`src/rtl/core/prrt_pkg.sv`:
```
package prrt_pkg;

  localparam int unsigned DefaultTableDepth = 32;
  localparam int unsigned KeyWidth = 256;
  localparam int unsigned StampWidth = 32;
  localparam int unsigned RetryWidth = 8;
  localparam int unsigned TimeoutWidth = 16;
  localparam int unsigned StatusWidth = 3;

  localparam logic [1:0] CMD_RECORD = 2'd0;
  localparam logic [1:0] CMD_RECEIVED = 2'd1;
  localparam logic [1:0] CMD_SCAN = 2'd2;
  localparam logic [1:0] CMD_IGNORED = 2'd3;

  localparam logic [2:0] ST_INSERTED = 3'd0;
  localparam logic [2:0] ST_DUPLICATE = 3'd1;
  localparam logic [2:0] ST_FULL = 3'd2;
  localparam logic [2:0] ST_REMOVED = 3'd3;
  localparam logic [2:0] ST_ABSENT = 3'd4;
  localparam logic [2:0] ST_RETRIED = 3'd5;
  localparam logic [2:0] ST_DROPPED = 3'd6;
  localparam logic [2:0] ST_DONE = 3'd7;

  localparam logic CFG_TIMEOUT = 1'b0;
  localparam logic CFG_RETRIES = 1'b1;

  // controller to datapath
  typedef struct packed {
    logic capture;   // latch input beat, do key match
    logic insert;    // write new entry at free slot
    logic remove;    // clear matching slot
    logic scan_rd;   // read slot at scan index
    logic scan_upd;  // apply scan update at the slot last read
    logic scan_clr;  // reset scan index
  } prrt_cmd_t;

  // datapath to controller
  typedef struct packed {
    logic hit;
    logic full;
    logic scan_end;
    logic scan_timed;
    logic scan_drop;
  } prrt_stat_t;

endpackage

```
`src/rtl/core/prrt_ctrl.sv`:
```
module prrt_ctrl
  import prrt_pkg::*;
(
  input  logic       clk_i,
  input  logic       rst_ni,
  input  logic       in_valid_i,
  output logic       in_ready_o,
  input  logic [1:0] in_cmd_i,
  input  logic       out_free_i,
  output logic       out_load_o,
  output logic [2:0] out_status_o,
  output logic       out_keys_o,
  output logic       out_last_o,
  output prrt_cmd_t  cmd_o,
  input  prrt_stat_t stat_i
);

  localparam logic [2:0] S_IDLE = 3'd0;
  localparam logic [2:0] S_DECIDE = 3'd1;
  localparam logic [2:0] S_READ = 3'd2;
  localparam logic [2:0] S_EVAL = 3'd3;
  localparam logic [2:0] S_DONE = 3'd4;

  logic [2:0] state_q, state_d;
  logic [1:0] op_q;

  always_comb begin
    state_d = state_q;
    cmd_o = '0;
    in_ready_o = 1'b0;
    out_load_o = 1'b0;
    out_status_o = ST_DONE;
    out_keys_o = 1'b0;
    out_last_o = 1'b1;
    case (state_q)
      S_IDLE: begin
        in_ready_o = 1'b1;
        if (in_valid_i && in_cmd_i != CMD_IGNORED) begin
          cmd_o.capture = 1'b1;
          state_d = (in_cmd_i == CMD_SCAN) ? S_READ : S_DECIDE;
        end
      end
      S_DECIDE: begin
        if (out_free_i) begin
          out_load_o = 1'b1;
          state_d = S_IDLE;
          if (op_q == CMD_RECORD) begin
            if (stat_i.hit) begin
              out_status_o = ST_DUPLICATE;
            end else if (stat_i.full) begin
              out_status_o = ST_FULL;
            end else begin
              out_status_o = ST_INSERTED;
              cmd_o.insert = 1'b1;
            end
          end else if (stat_i.hit) begin
            out_status_o = ST_REMOVED;
            cmd_o.remove = 1'b1;
          end else begin
            out_status_o = ST_ABSENT;
          end
        end
      end
      S_READ: begin
        if (stat_i.scan_end) begin
          state_d = S_DONE;
        end else begin
          cmd_o.scan_rd = 1'b1;
          state_d = S_EVAL;
        end
      end
      S_EVAL: begin
        out_last_o = 1'b0;
        out_keys_o = 1'b1;
        out_status_o = stat_i.scan_drop ? ST_DROPPED : ST_RETRIED;
        if (!stat_i.scan_timed) begin
          state_d = S_READ;
        end else if (out_free_i) begin
          out_load_o = 1'b1;
          cmd_o.scan_upd = 1'b1;
          state_d = S_READ;
        end
      end
      S_DONE: begin
        if (out_free_i) begin
          out_load_o = 1'b1;
          cmd_o.scan_clr = 1'b1;
          state_d = S_IDLE;
        end
      end
      default: state_d = S_IDLE;
    endcase
  end

  always_ff @(posedge clk_i or negedge rst_ni) begin
    if (!rst_ni) begin
      state_q <= S_IDLE;
      op_q <= CMD_RECORD;
    end else begin
      state_q <= state_d;
      if (cmd_o.capture) begin
        op_q <= in_cmd_i;
      end
    end
  end

endmodule

```
`config.mk`:
```
export PLATFORM = sky130hd
export DESIGN_NAME = prrt_ctrl
export DESIGN_NICKNAME = d
export VERILOG_FILES = /design/src/rtl/core/prrt_pkg.sv /design/src/rtl/core/prrt_ctrl.sv
export SDC_FILE = /design/constraint.sdc
export NUM_CORES = 1
export LEC_CHECK = 0
export ABC_CLOCK_PERIOD_IN_PS = 1170
export BUFFER_PORTS_ARGS = -buffer_cell sky130_fd_sc_hd__buf_2
export CAP_MARGIN = 20
export CORE_AREA = 4 4 41 43
export DETAILED_ROUTE_END_ITERATION = 12
export DIE_AREA = 0 0 45 47
export GPL_TIMING_DRIVEN = 0
export PLACE_DENSITY = 0.62
export SYNTH_ARGS = -nofsm -noshare
export SYNTH_HDL_FRONTEND = slang
export SYNTH_SLANG_ARGS = --single-unit
```
`constraint.sdc`:
```
create_clock -name clk_i -period 1.17 [get_ports clk_i]
set_input_delay 0.117 -clock clk_i [delete_from_list [all_inputs] [get_ports clk_i]]
set_output_delay 0.117 -clock clk_i [all_outputs]
set_load 0.005 [all_outputs]
```
==> results of run 1 <==
Yosys cell counts:
cell type	n	area share
nor4b_2	1	0.035
clkbuf_2	1	0.012
nor4bb_1	1	0.023
and2b_1	1	0.018
o32ai_1	1	0.020
nor2b_2	1	0.020
o21bai_1	1	0.018
o21a_1	1	0.018
o2bb2ai_1	1	0.020
dfrtp_1	5	0.29
and3_1	2	0.029
nor3_2	1	0.023
nand2_1	6	0.053
buf_4	1	0.018
nor2b_1	1	0.015
o22a_1	1	0.020
inv_1	3	0.026
a21oi_1	4	0.047
a21boi_0	1	0.018
and4b_1	1	0.023
nor2_1	9	0.079
a31oi_1	2	0.029
nand3b_1	3	0.053
nor4b_1	1	0.020
a22oi_2	1	0.029
o21ai_0	2	0.023
or2b_1	1	0.018
cells by family (layout without fill, tap and decap cells):
group,count (synthesis),after routing,synth area share
compound gates,15,15,0.243
flops,5,5,0.292
buf+inv,5,48,0.0555
simple gates,29,29,0.409
routing by layer:
layer	wire (um)	global-route usage	vias to the layer above
li1	-	-	281
met5	0	0	-
met1	549	0.159	261
met4	64	0.0994	0
met3	58	0.0268	6
met2	801	0.274	18
sequential cells by signal, summed over array words and instances (netlist names):
signal   cells
state_q      3
op_q         2
report_power, final:
| group | internal [W] | switching (W) |
|---|---|---|
| clock | 0.000129 | 0.0000654 |
| combinational | 0.000899 | 0.000674 |
| sequential | 0.000260 | 0.0000847 |
| total | 0.00129 | 0.000825 |
tightest hold or removal path: cells and delay by family:
kind	cells	cell delay (ns)
AND/OR/NAND/NOR	1	0.06
buffers and inverters	1	0.11
AO/OA/AOI/OAI	1	0.07
how the worst max path moves through the flow:
| stage | start | to | slack, ns |
|---|---|---|---|
| after detailed placement | state_q[2] | cmd_o[4] | -0.21 |
| after CTS | state_q[1] | cmd_o[4] | -0.35 |
| after floorplan | state_q[2] | state_q[0] | -0.009 |
| final | state_q[1] | out_status_o[1] | -0.37 |
| after global routing | state_q[1] | cmd_o[4] | -0.45 |
| after global placement | state_q[2] | state_q[1] | -0.16 |
timing repair:
item | CTS | global route
gates cloned | 0 | 0
buffers inserted | 15 | 1
setup endpoints to repair | 17 | 17
gates resized for setup | 19 | 6
hold buffers | 1 | 0
hold endpoints to repair | 5 | 0
pin swaps | 12 | 4
stage by stage:
stage               hold WS [ns]  cell area (sq um)
detailed placement       -0.0664                579
CTS                        0.159                796
floorplan                 -0.179                450
finish                     0.167                827
global placement         -0.0647                579
global route               0.173                827
area by class of cell:
type,count,area [sq um]
tap,15,18.8
sequential,5,128
clock buffer,4,26.3
buffer,2,16.3
multi-input combinational,44,343
inverter,3,13.8
timing repair buffer,39,282
fill,122,474
==> flow_metrics.tcl, run 1 <==
set metrics [dict create \
    outcome "complete, but fails checks" \
    violations "setup timing" \
    r2r-end "state_q[0]" \
    yosysWarnings 0 \
    cts_root_buf "clkbuf_4" \
    cts_tree "built" \
    max_slew_margin 0.819 \
    syn_nets 65 \
    crit_chain "buf_6 > buf_4 > buf_6 > and4b_1 > o21ai_1 > buf_2" \
    dp_hpwl_um 915 \
    setup_viol 17 \
    critical_path.slowest_cell "dfrtp_1" \
    worst_ir_drop_vdd_mv 1.36 \
    dr.pass1.iters 3 \
    crit_path_max_incr_delay_ns 0.40 \
    synth_area_sq_um 428 \
    core_area_sq_mm 0.00130 \
    final_antenna_net_count 0 \
    initial_core_util 0.329 \
    vias_per_cell 5.05 \
    fin_skew_ns 0.000170 \
    worst_skew_pair.late_latency_ns 0.24 \
    path_class "register to output pin" \
    finalNonFillerCells 112 \
    n_antenna_cell 0 \
    route.vias.total 566 \
    die_area_sq_mm 0.00212 \
    critPathBufInv 4 \
    holdPathEnd "state_q[1]" \
    nNetsFinal 109 \
    grt_pass1_wl_um 2280 \
    rsz0062_at_grt "true" \
    syn_to_final_growth_pct 93.3 \
    drive_gt1_frac 0.608 \
    grt-ovfl-total 0 \
    mostFrequentLayoutCells "buf_2, buf_6, buf_4, nor2_1, nand2_1" \
    port_buffers 22 \
    hold_viol_final 0 \
    dp_slack_ns -0.215 \
    drv_cap 0 \
    worstMarginPinSlew_ns 0.268 \
    r2r.worst_path.cells 6 \
    die_y_um 47 \
    ys_seq_area_frac 0.292 \
    grt_pass1_vias 535 \
    num_rows 13 \
    finalWirelength_um 1470 \
    first_iter_violations 11 \
    worstSetupPathDepth 6 \
    antenna_found_initial 0 \
    worstReg2RegStart "state_q[0]" \
    critical_path_arrival_ns 1.42 \
    place_inst 91 \
    grt_max_degree 10 \
    fin_tns_setup_ns -4.08 \
    max_freq_mhz 651 \
    whs_path_depth 3 \
    ys_types 27 \
    syn_inst 54 \
    power_density_mw_per_mm2 2550 \
    crit_fanout 4 \
    ys_seq_elements 5 \
    hp-class "input port to register" \
    synth_area_per_cell_sq_um 7.92 \
    critPathRequiredTime_ns 1.05 \
    clockBufferDepth 2 \
    period_minus_slack_ns 1.54 \
    clock_sinks 5 \
    leakage_nw 0.412 \
    drc 0 \
    r2r_slack_ns -0.20 \
    finalCritPeriodShare 1.31 \
    cts-buffers-inserted 3 \
    final_common_cell "buf_2" \
    power_w 0.00211 \
    avgRoutedWirePerCell_um 13.2 \
    die_w_um 45 \
    globalplace.congestion 0.746 \
    cp_top_family "buffers and inverters" \
    clk_pin_slew_ns 0.04 \
    critPathLaunchType "register" \
    cp-end-kind "output pin" \
    worstHoldStart "stat_i[1]" \
    worst_slack_ns -0.366 \
    finalMaxSlewViolations 0 \
    utilization 0.636 \
    grtUsageTotal 0.151 \
    ios 24 \
    cp_common_cell "buf_6" \
    htreeDepth 1 \
]
Power figures use the tool's default switching activity.
==> run 2: changes to the inputs <==
--- a/config.mk
+++ b/config.mk
@@ -11,8 +11,11 @@
 export CORE_AREA = 4 4 41 43
 export DETAILED_ROUTE_END_ITERATION = 12
 export DIE_AREA = 0 0 45 47
+export GPL_ROUTABILITY_DRIVEN = 0
 export GPL_TIMING_DRIVEN = 0
 export PLACE_DENSITY = 0.62
+export SKIP_CTS_REPAIR_TIMING = 1
+export SLEW_MARGIN = 20
 export SYNTH_ARGS = -nofsm -noshare
 export SYNTH_HDL_FRONTEND = slang
 export SYNTH_SLANG_ARGS = --single-unit
==> run 2 against run 1 <==
- the run still ends with setup timing left
- global-route usage down 4.4 points
- clock power about the same
- cell count down 0.89%
==> flow_metrics.tcl, run 2 (synthesis gave the netlist of run 1 again) <==
set metrics [dict create \
    cts_root_buf "clkbuf_4" \
    worstMarginPinSlew_ns 0.272 \
    cp-end-kind "output pin" \
    grt_max_degree 11 \
    worst_ir_drop_vdd_mv 1.49 \
    fin_tns_setup_ns -4.08 \
    die_area_sq_mm 0.00212 \
    grt_pass1_wl_um 1660 \
    finalCritPeriodShare 1.34 \
    crit_chain "buf_6 > nand3b_1 > nor4b_2 > buf_2" \
    htreeDepth 1 \
    die_w_um 45 \
    leakage_nw 0.387 \
    grt_pass1_vias 399 \
    outcome "complete, but fails checks" \
    nNetsFinal 108 \
    initial_core_util 0.329 \
    hold_viol_final 0 \
    clock_sinks 5 \
    route.vias.total 538 \
    final_antenna_net_count 0 \
    power_density_mw_per_mm2 2450 \
    mostFrequentLayoutCells "buf_2, buf_4, nor2_1, a21oi_1, nand2_1" \
    clockBufferDepth 2 \
    post_dp_cell_area_sq_um 579 \
    drive_gt1_frac 0.583 \
    worst_skew_pair.late_latency_ns 0.24 \
    syn_to_final_growth_pct 76.9 \
    dp_hpwl_um 915 \
    avgRoutedWirePerCell_um 11.6 \
    antenna_found_initial 0 \
    first_iter_violations 10 \
    critPathRequiredTime_ns 1.05 \
    max_freq_mhz 638 \
    critical_path.slowest_cell "dfrtp_2" \
    die_y_um 47 \
    rsz0062_at_grt "true" \
    cts-buffers-inserted 3 \
    power_w 0.00186 \
    drv_cap 0 \
    reg_top3 "state_q: 3 flops, op_q: 2 flops" \
    path_class "register to output pin" \
    core_area_sq_mm 0.00130 \
    setup_viol 17 \
    cts_tree "built" \
    final_common_cell "buf_2" \
    finalWirelength_um 1290 \
    worst_slack_ns -0.397 \
    num_rows 13 \
    hp-class "input port to register" \
    clk_pin_slew_ns 0.04 \
    period_minus_slack_ns 1.57 \
    critPathLaunchType "register" \
    n_antenna_cell 0 \
    cp-startpoint "state_q[1]" \
    fillers 135 \
    grtUsageTotal 0.107 \
    drc 0 \
    max_slew_margin 0.818 \
    finalMaxSlewViolations 0 \
    crit_path_max_incr_delay_ns 0.42 \
    largest_reg_flops 3 \
    critical_path_arrival_ns 1.45 \
    port_buffers 22 \
    worstReg2RegStart "state_q[0]" \
    grt-ovfl-total 0 \
    violations "setup timing" \
    ios 24 \
    worstHoldStart "stat_i[1]" \
    dp_slack_ns -0.215 \
    design_area_sq_um 757 \
    top_register "state_q" \
    vias_per_cell 4.85 \
    fin_skew_ns 0.000271 \
    dr.pass1.iters 4 \
    crit_fanout 7 \
]
run 2: changes by cell type in the layout (fill, tap and decap cells not counted), sizes merged:
cell,before,now
buf,39,38
run 2: worst paths after layout:
path | cells past startpoint | to | slack [ns]
setup / recovery | 4 | cmd_o[4] | -0.40
min in group asynchronous | 2 | op_q[1] | 0.21
setup reg to reg | 6 | state_q[1] | -0.26
hold / removal | 3 | state_q[1] | 0.16
max in group asynchronous | 2 | state_q[1] | 0.82
hold reg to reg | 1 | op_q[0] | 0.54
run 2: power by group:
part           switching [W]  total, W  internal (W)
logic               0.000556   0.00130      0.000739
clock network      0.0000650  0.000194      0.000129
registers           0.000104  0.000367      0.000263
total               0.000725   0.00186       0.00113
run 2: worst max-delay path: cells and delay by family, from the launching register on:
family,cells,cell delay (ns)
flops,1,0.42
simple gates,2,0.50
buf+inv,2,0.30
run 2: stage by stage:
| step | hold WS [ns] | util | cells |
|---|---|---|---|
| finish | 0.163 | 0.582 | 111 |
| global route | 0.162 | 0.582 | 111 |
| CTS | -0.325 | 0.465 | 95 |
| detailed placement | -0.0664 | 0.445 | 91 |
| global placement | -0.0647 | 0.445 | 91 |
| floorplan | -0.179 | - | 54 |
run 2: area by class of cell:
| type | count | area, sq um | area share |
|---|---|---|---|
| clock buffers | 4 | 26.3 | 0.0347 |
| repair buffers | 38 | 233 | 0.307 |
| flip-flops and latches | 5 | 129 | 0.170 |
| multi-input cells | 44 | 323 | 0.426 |
| well taps | 15 | 18.8 | 0.0248 |
| inverters | 3 | 11.3 | 0.0149 |
| plain buffers | 2 | 16.3 | 0.0215 |
run 2: metal layers:
layer,global-route usage,share of wire,vias up
met4,0.0526,0,0
li1,-,-,279
met2,0.178,0.51,16
met5,0,0,-
met1,0.132,0.44,243
met3,0.0230,0.055,0
==> run 3: changes to the inputs <==
--- a/config.mk
+++ b/config.mk
@@ -8,12 +8,14 @@
 export ABC_CLOCK_PERIOD_IN_PS = 1170
 export BUFFER_PORTS_ARGS = -buffer_cell sky130_fd_sc_hd__buf_2
 export CAP_MARGIN = 20
-export CORE_AREA = 4 4 41 43
+export CELL_PAD_IN_SITES_DETAIL_PLACEMENT = 0
+export CELL_PAD_IN_SITES_GLOBAL_PLACEMENT = 1
+export CORE_MARGIN = 4
+export CORE_UTILIZATION = 25
 export DETAILED_ROUTE_END_ITERATION = 12
-export DIE_AREA = 0 0 45 47
 export GPL_ROUTABILITY_DRIVEN = 0
 export GPL_TIMING_DRIVEN = 0
-export PLACE_DENSITY = 0.62
+export PLACE_DENSITY = 0.69
 export SKIP_CTS_REPAIR_TIMING = 1
 export SLEW_MARGIN = 20
 export SYNTH_ARGS = -nofsm -noshare
==> run 3 against run 2 <==
- the run still ends with setup timing left
- sequential share of layout area down 0.63 points
- sequential power about the same
- cell count unchanged
- worst hold slack worse by 0.00069 ns
- via count up 2.4%
- non-clock buffer count down 1
- routed wire length up 1.9%
- setup slack better by 0.050 ns
- total power up 4.1%
- clock skew about the same
- highest routed layer is now met4
==> flow_metrics.tcl, run 3 (synthesis gave the netlist of run 1 again) <==
set metrics [dict create \
    multi_input_area_sq_um 338 \
    rsz0062_at_grt "true" \
    ios 24 \
    violations "setup timing" \
    fin_tns_setup_ns -3.88 \
    syn_to_final_growth_pct 81.9 \
    reg_top3 "state_q: 3 flops, op_q: 2 flops" \
    finalMaxSlewViolations 0 \
    port_buffers 22 \
    dr.pass1.iters 4 \
    drive_gt1_frac 0.579 \
    cts_root_buf "clkbuf_4" \
    outcome "complete, but fails checks" \
    die_w_um 49.4 \
    final_antenna_net_count 0 \
    antenna_found_initial 0 \
    power_density_mw_per_mm2 2480 \
    top_register "state_q" \
    critical_path_arrival_ns 1.40 \
    grt_max_degree 11 \
    route.vias.total 551 \
    die_area_sq_mm 0.00244 \
    hp-class "input port to register" \
    setup_viol 17 \
    cts_tree "built" \
    finalCritPeriodShare 1.30 \
    grt_pass1_vias 433 \
    critPathRequiredTime_ns 1.05 \
    mostFrequentLayoutCells "buf_2, buf_4, nor2_1" \
    worst_ir_drop_vdd_mv 1.15 \
    max_freq_mhz 659 \
    dp_hpwl_um 947 \
    clock_sinks 5 \
    path_class "register to output pin" \
    die_y_um 49.4 \
    period_minus_slack_ns 1.52 \
    cp-end-kind "output pin" \
    grt_pass1_wl_um 1880 \
    power.net_switching_w 0.000746 \
    fillers 153 \
    largest_reg_flops 3 \
    drv_cap 0 \
    first_iter_violations 4 \
    worst_slack_ns -0.347 \
    drc 0 \
    htreeDepth 1 \
    grtUsageTotal 0.0973 \
    final_common_cell "buf_2" \
    whs_ns 0.162 \
    grt-ovfl-total 0 \
    clk_pin_slew_ns 0.04 \
    finalWirelength_um 1320 \
    comb_power_share 0.709 \
    hold_viol_final 0 \
    vias_per_cell 4.96 \
    num_rows 14 \
    nNetsFinal 107 \
    n_antenna_cell 0 \
    power_frac_seq 0.192 \
    p_sw_frac 0.386 \
    final-seq-area_sq_um 128 \
    max_slew_margin 0.839 \
    pwr-share-clk 0.099 \
    core_area_sq_mm 0.00156 \
    avgRoutedWirePerCell_um 11.9 \
    clockBufferDepth 2 \
    initial_core_util 0.274 \
    fin_skew_ns 0.000313 \
    cts-buffers-inserted 3 \
    utilization 0.499 \
    worstMarginPinSlew_ns 0.240 \
    worst_skew_pair.late_latency_ns 0.24 \
    critPathLaunchType "register" \
    leakage_nw 0.381 \
    p_int_w 0.00119 \
    crit_fanout 6 \
]
-- run 3: cell count changes in the layout (fill, tap and decap cells not counted), moves of 2 or more --
cell and change:
nor2_2 -2, buf_4 -3, nor2_4 +2, buf_6 +3
-- run 3: power by group through the flow --
stage / registers, W / clock network [W] / logic [W]
floorplan: 0.000360 / 0 / 0.000588
global placement: 0.000387 / 0 / 0.000821
detailed placement: 0.000388 / 0 / 0.000822
CTS: 0.000385 / 0.000205 / 0.000826
global route: 0.000377 / 0.000213 / 0.00151
finish: 0.000370 / 0.000192 / 0.00137
-- run 3: critical path, cell delays in order, from the launching register on --
cell and delay [ns]:
dfrtp_2 0.42, nor2b_4 0.21, nand3b_1 0.16, nor4b_2 0.22
buf_2 0.15
-- run 3: path summary, 6_finish.rpt --
kind	startpoint	endpoint	slack (ns)	cells past startpoint
max in group asynchronous	rst_ni	state_q[2]	0.82	2
min in group asynchronous	rst_ni	op_q[1]	0.22	2
min reg2reg	op_q[0]	op_q[0]	0.57	1
max	state_q[0]	cmd_o[4]	-0.35	4
max reg2reg	state_q[0]	state_q[0]	-0.22	7
min	in_cmd_i[0]	op_q[0]	0.16	2
-- run 3: metrics by stage --
stage	instance area (sq um)	setup slack (ns)	total power (W)	instances
after floorplan	450	-0.00932	0.000947	54
after global routing	778	-0.413	0.00210	111
after CTS	607	-0.438	0.00142	96
after detailed placement	581	-0.171	0.00121	92
after global placement	581	-0.170	0.00121	92
final	778	-0.347	0.00193	111
-- run 3: final cells by class --
cell class,count,area share
Buffer,2,0.0209
Tap cell,16,0.0257
Inverter,3,0.0145
Multi-Input combinational cell,44,0.434
Timing Repair Buffer,37,0.307
Clock buffer,4,0.0338
Sequential cell,5,0.164
-- run 3: layer usage --
layer | track usage | share of wire
met5 | 0 | 0
met4 | 0.0415 | 0.016
met3 | 0.0306 | 0.062
met2 | 0.138 | 0.47
met1 | 0.134 | 0.46
